--- src/hdl/bfb_pkg.sv ---
// Shared types and constants for the framed binary message builder.
package bfb_pkg;

  localparam int unsigned QUEUE_DEPTH = 4;

  localparam logic       MODE_START = 1'b0;
  localparam logic       MODE_DATA  = 1'b1;

  localparam logic [7:0]  SYNC_A   = 8'hFF;
  localparam logic [7:0]  SYNC_B   = 8'h5A;
  localparam logic [7:0]  ETX_BYTE = 8'h33;
  localparam logic [15:0] CRC_POLY = 16'h8408;

  typedef enum logic {
    KIND_START,
    KIND_BYTE
  } bfb_kind_e;

  typedef enum logic [3:0] {
    ST_IDLE,
    ST_SYNC_B,
    ST_ID,
    ST_CLASS,
    ST_LEN_LO,
    ST_LEN_HI,
    ST_CRC_LO,
    ST_CRC_HI,
    ST_ETX
  } bfb_step_e;

  typedef struct packed {
    bfb_kind_e   kind;
    logic        last;
    logic [7:0]  msg_id;
    logic [7:0]  msg_class;
    logic [15:0] payload_length;
    logic [7:0]  payload_byte;
  } bfb_cmd_t;

  typedef struct packed {
    logic full;
    logic head_valid;
  } bfb_qstat_t;

endpackage

--- src/hdl/bfb_if.sv ---
// Valid/ready channel interfaces for input items and output bytes.
interface bfb_in_if;
  logic        valid;
  logic        ready;
  logic        mode;
  logic [7:0]  msg_id;
  logic [7:0]  msg_class;
  logic [15:0] payload_length;
  logic [7:0]  payload_byte;

  modport source (output valid, mode, msg_id, msg_class, payload_length, payload_byte,
                  input ready);
  modport sink   (input valid, mode, msg_id, msg_class, payload_length, payload_byte,
                  output ready);
endinterface

interface bfb_out_if;
  logic       valid;
  logic       ready;
  logic [7:0] out_byte;
  logic       last_of_run;
  logic       frame_end;

  modport source (output valid, out_byte, last_of_run, frame_end, input ready);
  modport sink   (input valid, out_byte, last_of_run, frame_end, output ready);
endinterface

--- src/hdl/bfb_front.sv ---
// Front end: accepts items, tracks the open frame and queues commands.
module bfb_front (
  input  logic              clk_i,
  input  logic              rst_ni,
  bfb_in_if.sink            in_i,
  input  bfb_pkg::bfb_qstat_t qstat_i,
  output logic              push_o,
  output bfb_pkg::bfb_cmd_t cmd_o
);

  logic [15:0] remaining_q, remaining_d;
  logic        accept;
  logic        is_start;

  assign in_i.ready = !qstat_i.full;
  assign accept     = in_i.valid && in_i.ready;
  assign is_start   = (in_i.mode == bfb_pkg::MODE_START);

  // drop payload items that arrive outside a frame
  assign push_o = accept && (is_start || (remaining_q != 16'd0));

  always_comb begin
    cmd_o.kind           = is_start ? bfb_pkg::KIND_START : bfb_pkg::KIND_BYTE;
    cmd_o.last           = (remaining_q == 16'd1);
    cmd_o.msg_id         = in_i.msg_id;
    cmd_o.msg_class      = in_i.msg_class;
    cmd_o.payload_length = in_i.payload_length;
    cmd_o.payload_byte   = in_i.payload_byte;
  end

  always_comb begin
    remaining_d = remaining_q;
    if (accept) begin
      if (is_start) begin
        remaining_d = in_i.payload_length;
      end else if (remaining_q != 16'd0) begin
        remaining_d = remaining_q - 16'd1;
      end
    end
  end

  always_ff @(posedge clk_i or negedge rst_ni) begin
    if (!rst_ni) begin
      remaining_q <= '0;
    end else begin
      remaining_q <= remaining_d;
    end
  end

endmodule

--- src/hdl/bfb_queue.sv ---
// Short command queue between front end and byte sequencer.
module bfb_queue #(
  parameter int unsigned Depth = bfb_pkg::QUEUE_DEPTH
) (
  input  logic                clk_i,
  input  logic                rst_ni,
  input  logic                push_i,
  input  bfb_pkg::bfb_cmd_t   cmd_i,
  input  logic                pop_i,
  output bfb_pkg::bfb_qstat_t qstat_o,
  output bfb_pkg::bfb_cmd_t   head_o
);

  localparam int unsigned PtrW = (Depth > 1) ? $clog2(Depth) : 1;
  localparam int unsigned CntW = $clog2(Depth + 1);

  bfb_pkg::bfb_cmd_t mem_q [Depth];
  logic [PtrW-1:0]   wr_ptr_q, wr_ptr_d;
  logic [PtrW-1:0]   rd_ptr_q, rd_ptr_d;
  logic [CntW-1:0]   count_q, count_d;

  assign qstat_o.full       = (count_q == CntW'(Depth));
  assign qstat_o.head_valid = (count_q != '0);
  assign head_o             = mem_q[rd_ptr_q];

  always_comb begin
    wr_ptr_d = wr_ptr_q;
    rd_ptr_d = rd_ptr_q;
    count_d  = count_q;
    if (push_i) begin
      wr_ptr_d = (wr_ptr_q == PtrW'(Depth - 1)) ? '0 : wr_ptr_q + PtrW'(1);
    end
    if (pop_i) begin
      rd_ptr_d = (rd_ptr_q == PtrW'(Depth - 1)) ? '0 : rd_ptr_q + PtrW'(1);
    end
    if (push_i && !pop_i) begin
      count_d = count_q + CntW'(1);
    end else if (pop_i && !push_i) begin
      count_d = count_q - CntW'(1);
    end
  end

  always_ff @(posedge clk_i or negedge rst_ni) begin
    if (!rst_ni) begin
      wr_ptr_q <= '0;
      rd_ptr_q <= '0;
      count_q  <= '0;
    end else begin
      wr_ptr_q <= wr_ptr_d;
      rd_ptr_q <= rd_ptr_d;
      count_q  <= count_d;
    end
  end

  always_ff @(posedge clk_i) begin
    if (push_i) begin
      mem_q[wr_ptr_q] <= cmd_i;
    end
  end

`ifndef SYNTHESIS
  a_no_overflow: assert property (@(posedge clk_i) disable iff (!rst_ni)
    push_i |-> (!qstat_o.full || pop_i))
    else $error("command queue written while full");
  a_no_underflow: assert property (@(posedge clk_i) disable iff (!rst_ni)
    pop_i |-> qstat_o.head_valid)
    else $error("command queue popped while empty");
`endif

endmodule

--- src/hdl/bfb_back.sv ---
// Back end: walks each command through its bytes, runs the CRC, registers the output.
module bfb_back (
  input  logic                clk_i,
  input  logic                rst_ni,
  input  bfb_pkg::bfb_qstat_t qstat_i,
  input  bfb_pkg::bfb_cmd_t   head_i,
  output logic                pop_o,
  bfb_out_if.source           out_o
);

  function automatic logic [15:0] crc_byte(input logic [15:0] crc, input logic [7:0] b);
    logic [15:0] c;
    c = crc ^ {8'h00, b};
    for (int k = 0; k < 8; k++) begin
      c = c[0] ? ((c >> 1) ^ bfb_pkg::CRC_POLY) : (c >> 1);
    end
    return c;
  endfunction

  bfb_pkg::bfb_step_e state_q, state_d;
  logic [15:0] crc_q, crc_d;
  logic        out_valid_q;
  logic [7:0]  out_byte_q;
  logic        out_last_q;
  logic        out_fend_q;

  logic        fire;
  logic [7:0]  emit_byte;
  logic        emit_last;
  logic        emit_fend;
  logic        emit_pop;
  logic        len_nonzero;

  assign len_nonzero = (head_i.payload_length != 16'd0);
  assign fire        = qstat_i.head_valid && (!out_valid_q || out_o.ready);
  assign pop_o       = fire && emit_pop;

  // next state
  always_comb begin
    state_d = state_q;
    if (fire) begin
      case (state_q)
        bfb_pkg::ST_IDLE: begin
          if (head_i.kind == bfb_pkg::KIND_START) begin
            state_d = bfb_pkg::ST_SYNC_B;
          end else if (head_i.last) begin
            state_d = bfb_pkg::ST_CRC_LO;
          end
        end
        bfb_pkg::ST_SYNC_B: state_d = bfb_pkg::ST_ID;
        bfb_pkg::ST_ID:     state_d = bfb_pkg::ST_CLASS;
        bfb_pkg::ST_CLASS:  state_d = bfb_pkg::ST_LEN_LO;
        bfb_pkg::ST_LEN_LO: state_d = bfb_pkg::ST_LEN_HI;
        bfb_pkg::ST_LEN_HI: state_d = len_nonzero ? bfb_pkg::ST_IDLE : bfb_pkg::ST_CRC_LO;
        bfb_pkg::ST_CRC_LO: state_d = bfb_pkg::ST_CRC_HI;
        bfb_pkg::ST_CRC_HI: state_d = bfb_pkg::ST_ETX;
        bfb_pkg::ST_ETX:    state_d = bfb_pkg::ST_IDLE;
        default:            state_d = bfb_pkg::ST_IDLE;
      endcase
    end
  end

  // byte, flags and CRC for the current step
  always_comb begin
    emit_byte = '0;
    emit_last = 1'b0;
    emit_fend = 1'b0;
    emit_pop  = 1'b0;
    crc_d     = crc_q;
    case (state_q)
      bfb_pkg::ST_IDLE: begin
        if (head_i.kind == bfb_pkg::KIND_START) begin
          emit_byte = bfb_pkg::SYNC_A;
        end else begin
          emit_byte = head_i.payload_byte;
          crc_d     = crc_byte(crc_q, head_i.payload_byte);
          emit_last = !head_i.last;
          emit_pop  = !head_i.last;
        end
      end
      bfb_pkg::ST_SYNC_B: emit_byte = bfb_pkg::SYNC_B;
      bfb_pkg::ST_ID: begin
        emit_byte = head_i.msg_id;
        crc_d     = crc_byte(16'h0000, head_i.msg_id);
      end
      bfb_pkg::ST_CLASS: begin
        emit_byte = head_i.msg_class;
        crc_d     = crc_byte(crc_q, head_i.msg_class);
      end
      bfb_pkg::ST_LEN_LO: begin
        emit_byte = head_i.payload_length[7:0];
        crc_d     = crc_byte(crc_q, head_i.payload_length[7:0]);
      end
      bfb_pkg::ST_LEN_HI: begin
        emit_byte = head_i.payload_length[15:8];
        crc_d     = crc_byte(crc_q, head_i.payload_length[15:8]);
        emit_last = len_nonzero;
        emit_pop  = len_nonzero;
      end
      bfb_pkg::ST_CRC_LO: emit_byte = crc_q[7:0];
      bfb_pkg::ST_CRC_HI: emit_byte = crc_q[15:8];
      bfb_pkg::ST_ETX: begin
        emit_byte = bfb_pkg::ETX_BYTE;
        emit_last = 1'b1;
        emit_fend = 1'b1;
        emit_pop  = 1'b1;
        crc_d     = '0;
      end
      default: emit_byte = '0;
    endcase
  end

  always_ff @(posedge clk_i or negedge rst_ni) begin
    if (!rst_ni) begin
      state_q     <= bfb_pkg::ST_IDLE;
      crc_q       <= '0;
      out_valid_q <= 1'b0;
    end else begin
      if (fire) begin
        state_q <= state_d;
        crc_q   <= crc_d;
      end
      if (fire) begin
        out_valid_q <= 1'b1;
      end else if (out_o.ready) begin
        out_valid_q <= 1'b0;
      end
    end
  end

  always_ff @(posedge clk_i) begin
    if (fire) begin
      out_byte_q <= emit_byte;
      out_last_q <= emit_last;
      out_fend_q <= emit_fend;
    end
  end

  assign out_o.valid       = out_valid_q;
  assign out_o.out_byte    = out_byte_q;
  assign out_o.last_of_run = out_last_q;
  assign out_o.frame_end   = out_fend_q;

`ifndef SYNTHESIS
  a_busy_has_cmd: assert property (@(posedge clk_i) disable iff (!rst_ni)
    (state_q != bfb_pkg::ST_IDLE) |-> qstat_i.head_valid)
    else $error("sequencer mid-command without a queued command");
  a_fend_is_last: assert property (@(posedge clk_i) disable iff (!rst_ni)
    (out_valid_q && out_fend_q) |-> out_last_q)
    else $error("frame end byte not marked last of run");
  a_pop_ends_run: assert property (@(posedge clk_i) disable iff (!rst_ni)
    pop_o |=> (out_valid_q && out_last_q && state_q == bfb_pkg::ST_IDLE))
    else $error("command retired without closing its run");
`endif

endmodule

--- src/hdl/binary_frame_builder_crc16_top.sv ---
// Framed binary message builder with reflected CRC-16 (poly 0x8408, init 0).
// A start item (mode 0) yields sync bytes FF 5A, id, class, length low/high;
// payload items (mode 1) pass one byte each, and the last expected byte is
// followed by CRC low, CRC high and ETX 0x33. A zero-length start closes the
// frame at once; payload outside a frame is dropped. The front end accepts one
// item per cycle while the command queue has room; the back-end sequencer emits
// one byte per cycle while a command is queued and the output is not stalled.
module binary_frame_builder_crc16_top #(
  parameter int unsigned QueueDepth = bfb_pkg::QUEUE_DEPTH
) (
  input  logic       clk_i,
  input  logic       rst_ni,
  bfb_in_if.sink     in_i,
  bfb_out_if.source  out_o
);

  logic                push;
  logic                pop;
  bfb_pkg::bfb_cmd_t   push_cmd;
  bfb_pkg::bfb_cmd_t   head_cmd;
  bfb_pkg::bfb_qstat_t qstat;

  bfb_front u_front (
    .clk_i   (clk_i),
    .rst_ni  (rst_ni),
    .in_i    (in_i),
    .qstat_i (qstat),
    .push_o  (push),
    .cmd_o   (push_cmd)
  );

  bfb_queue #(
    .Depth (QueueDepth)
  ) u_queue (
    .clk_i   (clk_i),
    .rst_ni  (rst_ni),
    .push_i  (push),
    .cmd_i   (push_cmd),
    .pop_i   (pop),
    .qstat_o (qstat),
    .head_o  (head_cmd)
  );

  bfb_back u_back (
    .clk_i   (clk_i),
    .rst_ni  (rst_ni),
    .qstat_i (qstat),
    .head_i  (head_cmd),
    .pop_o   (pop),
    .out_o   (out_o)
  );

endmodule
--- src/flat_wrapper.sv ---
// flat-port wrapper written by rule: the top's interface ports become plain ports
module binary_frame_builder_crc16_top_flat 
#(
  parameter int unsigned QueueDepth = bfb_pkg::QUEUE_DEPTH
)
  (clk_i, rst_ni, in_i_valid, in_i_mode, in_i_msg_id, in_i_msg_class, in_i_payload_length, in_i_payload_byte, in_i_ready, out_o_valid, out_o_out_byte, out_o_last_of_run, out_o_frame_end, out_o_ready);
  bfb_in_if in_i_i ();
  bfb_out_if out_o_i ();
  input  logic clk_i;
  input  logic rst_ni;
  input wire logic [$bits(in_i_i.valid)-1:0] in_i_valid;
  input wire logic [$bits(in_i_i.mode)-1:0] in_i_mode;
  input wire logic [$bits(in_i_i.msg_id)-1:0] in_i_msg_id;
  input wire logic [$bits(in_i_i.msg_class)-1:0] in_i_msg_class;
  input wire logic [$bits(in_i_i.payload_length)-1:0] in_i_payload_length;
  input wire logic [$bits(in_i_i.payload_byte)-1:0] in_i_payload_byte;
  output wire logic [$bits(in_i_i.ready)-1:0] in_i_ready;
  output wire logic [$bits(out_o_i.valid)-1:0] out_o_valid;
  output wire logic [$bits(out_o_i.out_byte)-1:0] out_o_out_byte;
  output wire logic [$bits(out_o_i.last_of_run)-1:0] out_o_last_of_run;
  output wire logic [$bits(out_o_i.frame_end)-1:0] out_o_frame_end;
  input wire logic [$bits(out_o_i.ready)-1:0] out_o_ready;
  assign in_i_i.valid = in_i_valid;
  assign in_i_i.mode = in_i_mode;
  assign in_i_i.msg_id = in_i_msg_id;
  assign in_i_i.msg_class = in_i_msg_class;
  assign in_i_i.payload_length = in_i_payload_length;
  assign in_i_i.payload_byte = in_i_payload_byte;
  assign in_i_ready = in_i_i.ready;
  assign out_o_valid = out_o_i.valid;
  assign out_o_out_byte = out_o_i.out_byte;
  assign out_o_last_of_run = out_o_i.last_of_run;
  assign out_o_frame_end = out_o_i.frame_end;
  assign out_o_i.ready = out_o_ready;
  binary_frame_builder_crc16_top #(.QueueDepth(QueueDepth)) u_core (.clk_i(clk_i), .rst_ni(rst_ni), .in_i(in_i_i), .out_o(out_o_i));
endmodule
--- config.mk ---
export PLATFORM = sky130hd
export DESIGN_NAME = binary_frame_builder_crc16_top_flat
export DESIGN_NICKNAME = d
export VERILOG_FILES = /design/src/hdl/bfb_pkg.sv /design/src/hdl/bfb_if.sv /design/src/hdl/bfb_front.sv /design/src/hdl/bfb_queue.sv /design/src/hdl/bfb_back.sv /design/src/hdl/binary_frame_builder_crc16_top.sv /design/src/flat_wrapper.sv
export SDC_FILE = /design/constraint.sdc
export NUM_CORES = 1
export LEC_CHECK = 0
export BUFFER_PORTS_ARGS = -buffer_cell sky130_fd_sc_hd__buf_2
export CAP_MARGIN = 10
export CELL_PAD_IN_SITES_DETAIL_PLACEMENT = 2
export CELL_PAD_IN_SITES_GLOBAL_PLACEMENT = 2
export CORE_MARGIN = 5
export CORE_UTILIZATION = 30
export DETAILED_ROUTE_END_ITERATION = 12
export PLACE_DENSITY_LB_ADDON = 0.1
export SLEW_MARGIN = 10
export SYNTH_ARGS = -nofsm -noshare
export SYNTH_HDL_FRONTEND = slang
export SYNTH_SLANG_ARGS = --single-unit
--- constraint.sdc ---
create_clock -name clk_i -period 4.4 [get_ports clk_i]
set_input_delay 0.44 -clock clk_i [delete_from_list [all_inputs] [get_ports clk_i]]
set_output_delay 0.44 -clock clk_i [all_outputs]
set_load 0.05 [all_outputs]
==> results of run 1 <==
## per-layer routing
layer	wire [um]	global-route usage [%]
met1	16550	23.84
met2	17330	28.72
met3	1341	2.846
met4	771	4.240
met5	0	0
## state kept, by name, summed over array words and instances, names as in the netlist
| name | flops |
|---|---|
| u_core.u_back.state_q | 4 |
| u_core.u_back.out_o.out_byte | 8 |
| u_core.u_back.out_o.frame_end | 1 |
| u_core.u_front.remaining_q | 16 |
| u_core.u_queue.rd_ptr_q | 2 |
| u_core.u_back.out_o.last_of_run | 1 |
| u_core.u_back.crc_q | 16 |
| u_core.u_back.out_o.valid | 1 |
| u_core.u_queue.wr_ptr_q | 2 |
| u_core.u_queue.mem_q | 168 |
| u_core.u_queue.count_q | 3 |
## area by class of cell
cell class	instances	area share, %
Sequential cell	222	49.52
Multi-Input combinational cell	499	34.70
Clock buffer	35	5.417
Tap cell	468	4.495
Timing Repair Buffer	83	3.823
Clock inverter	15	1.671
Inverter	13	0.3746
## cells in the final DEF, fill, tap and decap left out, types with 4 or more instances in the layout
master / instances
a21oi_1: 28
a221oi_1: 4
a22o_1: 6
a22oi_1: 10
a31oi_1: 10
and2_2: 4
buf_2: 56
buf_4: 25
bufinv_16: 5
clkbuf_1: 8
clkbuf_16: 27
clkinv_1: 4
clkinv_2: 4
dfrtp_1: 42
edfxtp_1: 178
ha_1: 8
inv_1: 12
mux2i_1: 12
mux4_1: 10
mux4_2: 41
nand2_1: 32
nand3_1: 19
nor2_1: 39
nor3_1: 12
nor4_1: 10
o2111ai_1: 4
o211ai_1: 4
o21ai_0: 40
o22ai_1: 23
xnor2_1: 79
xnor3_1: 9
xor2_1: 27
## path summary, 6_finish.rpt
| path | from | end |
|---|---|---|
| max in group asynchronous | rst_ni | u_core.u_queue.rd_ptr_q[0] |
| hold reg to reg | u_core.u_queue.count_q[2] | u_core.u_queue.count_q[2] |
| hold / removal | out_o_ready | u_core.u_back.out_o.valid |
| setup / recovery | u_core.u_queue.rd_ptr_q[0] | u_core.u_queue.count_q[2] |
| setup reg to reg | u_core.u_queue.rd_ptr_q[0] | u_core.u_queue.count_q[2] |
| min in group asynchronous | rst_ni | u_core.u_back.crc_q[12] |
## cell families after synthesis
| family | count (synthesis) |
|---|---|
| compound gates | 160 |
| xor+xnor | 120 |
| fa+ha+maj | 9 |
| simple gates | 142 |
| mux | 68 |
| buf+inv | 58 |
| flops | 222 |
## stage by stage
step	setup slack (ns)	std cells	area, um^2	hold slack [ns]
after floorplan	1.299	779	11220	0.1444
after global placement	0.6931	1284	12090	0.4606
after detailed placement	0.6184	1284	12090	0.4698
after CTS	0.6065	1335	13030	0.04522
after global routing	0.4291	1335	13030	0.06815
final	0.6324	1335	13030	0.07226
## where the power goes
| part | switching, mW | leakage (nW) | total, mW | internal (mW) |
|---|---|---|---|---|
| combinational | 3.59 | 1.88 | 6.12 | 2.53 |
| clock | 0.916 | 0.448 | 2.35 | 1.43 |
| sequential | 0.548 | 2.15 | 3.46 | 2.91 |
| total | 5.06 | 4.48 | 11.9 | 6.87 |
## timing repair
action                                 CTS  global route
hold buffers                             1             0
endpoints found under the hold margin   20             0
gates resized for setup                  0             0
==> results by group, run 1 <==
Worst hold path
  – Worst hold path type: in2reg
  – Hold Crit Depth: 2

Layout
  – Fillers: between 3,000 and 4,000
  – Footprint of the multi-input gates: between 0.004 and 0.005 mm^2
  – Layout cells sized above 1: a little over a fifth
  – Area Overhead vs Synth: 16.15%
  – Reg area: between 0.006 and 0.007 mm^2
  – Final Util: 35.42%
  – Total Nets Final: 900
  – N_diodes: 0

STA
  – Clock skew: roughly 0.02 ns
  – Final setup fails: 0
  – Tcrit/Tclk final: a little under nine tenths
  – Setup TNS: 0 ns
  – Final Hold Fails: 0
  – Max-slew headroom: 40.97%
  – Slew Viols, Final: 0
  – Final worst path period need: between 3 and 4 ns
  – Max Clk Rate: about 270 MHz
  – Worst-Margin Slew: around 0.88 ns
  – RSZ-0062 raised after global routing: no

Power and ir drop
  – Total power divided by cell area: roughly 900 mW/mm^2
  – Maximum vdd drop: around 0.34 mV
  – Total leakage power: about 4.5 nW
  – Overall Power: approximately 12 mW

Floorplan
  – Die W: slightly above 200 um
  – Boundary pin count: 57
  – Initial core utilization: between 30 and 40%
  – Die Y: ~200 um
  – Die area: between 0.04 and 0.05 mm^2
  – Core area: between 0.03 and 0.04 mm^2
  – Rows: 70

Clock network
  – CTS tree: done
  – Clock slew at reported path FFs: 0.06 ns
  – # H-tree levels: 1
  – Clock latency on the worst-skew pair: 0.57 ns
  – CTS Buf Count: 27
  – CTS Sinks: around 220
  – CTS Buffer Depth: 3
  – Setup bufs post-CTS: 0
  – Root Buffer: clkbuf_16

Route
  – Pre-Repair DR Iteration Count: 5
  – Residual DRC: 0
  – Antenna Violating Nets Remaining: 0
  – Final WL: 36,000 um
  – Routed wire per std cell: 26.96 um
  – Initial DRC count: between 400 and 500
  – Vias per inst: approximately 5.3
  – Routed vias: 7,071

Setup path
  – Worst endpoint required time: 4.89 ns
  – Worst setup EP type: register
  – Delay-heaviest family, CP: simple AND/OR/NAND/NOR gates
  – FF-to-FF setup slack: ~0.63 ns
  – WP buf/inv: 1
  – Critical Path Fanout Max: 25
  – Crit path top cell by count: xor2_1
  – FF-to-FF path depth: 11
  – Critical Path AT: around 4.3 ns
  – Crit path kind: reg2reg
  – Nature of the critical path startpoint: register
  – CP cell instances: mux4_2 > nor4_1 > nand4_1 > a22o_1 > nand2_4 > ha_1 > inv_1 > fa_1 > xor2_1 > nor2_1 > xor2_1
  – Max stage delay on crit path: just over 0.7 ns
  – Slowest CP cell: dfrtp_4
  – Instance count on the critical path: 11

Synthesis
  – Ys async rst share: 19.82%
  – Adder-Cell Fraction of Synth Area: 1.071%
  – Xor/xnor share of the synthesized area: between 10% and 20%
  – Biggest area consumer among synthesized cells: edfxtp_1
  – Post-synth top area share: 47.66%
  – Mapped Nets: 833
  – Top post-synthesis cells by area: edfxtp_1 48%, dfrtp_1 9.8%, mux4_2 8.2%
  – Synth Area in Compound Gates: a little under a tenth
  – Avg Cell Area, Syn: around 14 um^2
  – Ys flop type: edfxtp_1
  – Syn. warnings: 0
  – Synth top cells by count: 178 x edfxtp_1, 79 x xnor2_1, 44 x dfrtp_1
  – Post-synth EDFFs: 178
  – Main combinational cell family by area after synthesis: multiplexers
  – Sequential fraction of the synthesis area: between 50% and 60%
  – Number of library cell types mapped by synthesis: 70
  – Most numerous cell in the Yosys netlist: edfxtp_1
  – Post-Synth Simple-Gate Area: under 10%
  – Seq cells post-synth: between 200 and 250
  – Cell count after synthesis: roughly 780
  – Post-synthesis mux area share: around 12%
  – Mapped cell area: approximately 0.011 mm^2

Global route
  – First-pass GRT wire length: 53,830 um
  – Vias in the first global route: 7,972
  – Antenna violations before repair: 1
  – Largest net degree at the start of global routing: 43
  – GRT Util Overall: ~17%
  – GRT overflow: 0

Flow run
  – MaxCap Viol Count: 0

Placement
  – Placer Congestion: roughly 0.87
  – Buffers on Ports: 56
  – DPL Wire Length: roughly 26,000 um

Outcome
  – Status: complete, no violations
Power figures use the tool's default switching activity.
==> inputs of run 2 (changes only) <==
- clock period: 4.4 -> 3.8 ns (I/O delays scaled with it)
==> results by group, run 2 (same netlist as run 1, synthesis figures left out) <==
Placement
  – DP Worst Slack: 0.2161 ns (-0.4023 ns)
  – Placed Cells: 1,298 (+1.1%)
  – DPL Wire Length: 24,940 um (-4.5%)
  – Placer Congestion: 0.8356 (-4.4%)
  – Buffers on Ports: 56 (unchanged)

Clock network
  – CTS Buffer Depth: 3 (unchanged)
  – Clock slew at reported path FFs: 0.06 ns (about the same)
  – # H-tree levels: 1 (unchanged)
  – CTS Buf Count: 27 (unchanged)
  – Cts hold-fix bufs: 2 (+1)
  – CTS tree: done
  – Post-CTS sizing: 0 (unchanged)
  – CTS Sinks: 222 (unchanged)
  – Setup bufs post-CTS: 0 (unchanged)
  – Clock latency on the worst-skew pair: 0.56 ns (about the same)
  – Root Buffer: clkbuf_16

Route
  – Routed wire per std cell: 25.96 um (-3.7%)
  – Final WL: 35,020 um (-2.7%)
  – Antenna Violating Nets Remaining: 0 (unchanged)
  – Routed vias: 7,217 (+2.1%)
  – Pre-Repair DR Iteration Count: 5 (unchanged)
  – Vias per inst: 5.350 (+1.0%)
  – Initial DRC count: 404 (-6.9%)
  – Residual DRC: 0 (unchanged)

STA
  – Final setup fails: 0 (unchanged)
  – Final worst path period need: 3.504 ns (-0.2639 ns)
  – Slew Viols, Final: 0 (unchanged)
  – RSZ-0062 raised after global routing: no
  – Setup TNS: 0 ns (unchanged)
  – Tcrit/Tclk final: 92.20% (+6.6 points)
  – Final Hold Fails: 0 (unchanged)
  – Max-slew headroom: 38.72% (-2.3 points)
  – Max Clk Rate: 285.4 MHz (+7.5%)
  – Worst-Margin Slew: 0.9192 ns (+0.04007 ns)
  – Clock skew: 0.01544 ns (-0.004544 ns)
  – Final worst slack: 0.2963 ns (-0.3361 ns)

Global route
  – First-pass GRT wire length: 53,040 um (-1.5%)
  – Antenna violations before repair: 1 (unchanged)
  – Largest net degree at the start of global routing: 43 (unchanged)
  – Vias in the first global route: 8,073 (+1.3%)
  – GRT overflow: 0 (unchanged)
  – GRT Util Overall: 16.81% (-0.48 points)

Power and ir drop
  – Maximum vdd drop: 0.3227 mV (-5.2%)
  – Total power divided by cell area: 1036 mW/mm^2 (+13%)
  – Total leakage power: 4.534 nW (+1.3%)

Setup path
  – Critical Path AT: 3.98 ns (-0.28 ns)
  – Worst endpoint required time: 4.28 ns (-0.61 ns)
  – Nature of the critical path startpoint: register
  – Critical Path Fanout Max: 21 (-16%)
  – FF-to-FF path depth: 11 (unchanged)
  – Crit path kind: reg2reg
  – FF-to-FF setup slack: 0.30 ns (-0.34 ns)
  – Worst setup EP type: register

Layout
  – Most frequent cells in the layout: 178 x edfxtp_1, 79 x xnor2_1, 56 x buf_2
  – Most flop-heavy register: u_core.u_queue.mem_q
  – Most common cell after layout, fill and taps aside: edfxtp_1
  – Layout cells sized above 1: 23.38% (+1.5 points)
  – Biggest regs: u_core.u_queue.mem_q x168, u_core.u_back.crc_q x16, u_core.u_front.remaining_q x16
  – Total Nets Final: 915 (+1.7%)
  – N_diodes: 0 (unchanged)
  – Non-filler cells, final: 1,349 (+1.0%)
  – Max reg flops: 168 (unchanged)
  – Area Overhead vs Synth: 16.66%

Worst hold path
  – Worst hold path type: in2reg
  – Hold Crit Depth: 1 (-1)

Floorplan
  – Die area: 0.04135 mm^2 (unchanged)
  – Core area: 0.03679 mm^2 (unchanged)
  – Die W: 203.4 um (unchanged)
  – Rows: 70 (unchanged)
  – Die Y: 203.4 um (unchanged)
  – Initial core utilization: 30.49% (unchanged)
  – Boundary pin count: 57 (unchanged)

Flow run
  – MaxCap Viol Count: 0 (unchanged)

Outcome
  – Status: complete, no violations
-- run 2: where the power goes --
group	internal, mW	switching (mW)
combinational	3.02	3.96
sequential	3.37	0.609
clock	1.55	1.05
total	7.93	5.62
-- run 2: through the flow --
step | util [%] | area [um^2] | hold slack (ns) | power (mW)
final | 35.57 | 13080 | 0.04578 | 13.55
after global routing | 35.57 | 13080 | 0.02529 | 14.36
after CTS | 35.57 | 13080 | 0.02216 | 13.70
after detailed placement | 33.11 | 12180 | 0.5037 | 11.03
after global placement | 33.11 | 12180 | 0.4892 | 10.80
after floorplan | - | 11220 | 0.08441 | 8.869
-- run 2: final cells by class --
| type | instances | area (um^2) |
|---|---|---|
| Clock inverter | 15 | 163.9 |
| Timing Repair Buffer | 98 | 600.6 |
| Sequential cell | 222 | 6451 |
| Tap cell | 468 | 585.6 |
| Clock buffer | 34 | 721.9 |
| Fill cell | 3743 | 23700 |
| Inverter | 13 | 48.80 |
| Multi-Input combinational cell | 499 | 4512 |
-- run 2: worst max-delay path, stage by stage (launching register included) --
cell     delay [ns]
dfrtp_4        0.67
mux4_2         0.58
nor4_1         0.40
nand4_1        0.24
a22o_1         0.33
nand2_4        0.10
ha_1           0.18
inv_1          0.07
fa_1           0.43
xor2_1         0.15
nor2_1         0.11
xor2_1         0.15
-- run 2: routing by layer --
layer / GRT usage, % / part of all wire (%) / up-vias
met5: 0 / 0 / -
met3: 2.337 / 3.8 / 51
met1: 23.46 / 46 / 3837
li1: - / - / 3197
met4: 3.589 / 1.9 / 0
met2: 28.16 / 48 / 132
-- run 2: path summary, 6_finish.rpt --
check	start	to
worst max-delay path	u_core.u_queue.rd_ptr_q[0]	u_core.u_queue.count_q[2]
worst min-delay path	in_i_msg_class[0]	u_core.u_queue.mem_q[1][24]
worst max register to register	u_core.u_queue.rd_ptr_q[0]	u_core.u_queue.count_q[2]
worst min register to register	u_core.u_queue.count_q[2]	u_core.u_queue.count_q[2]
max in group asynchronous	rst_ni	u_core.u_front.remaining_q[15]
min in group asynchronous	rst_ni	u_core.u_back.crc_q[4]
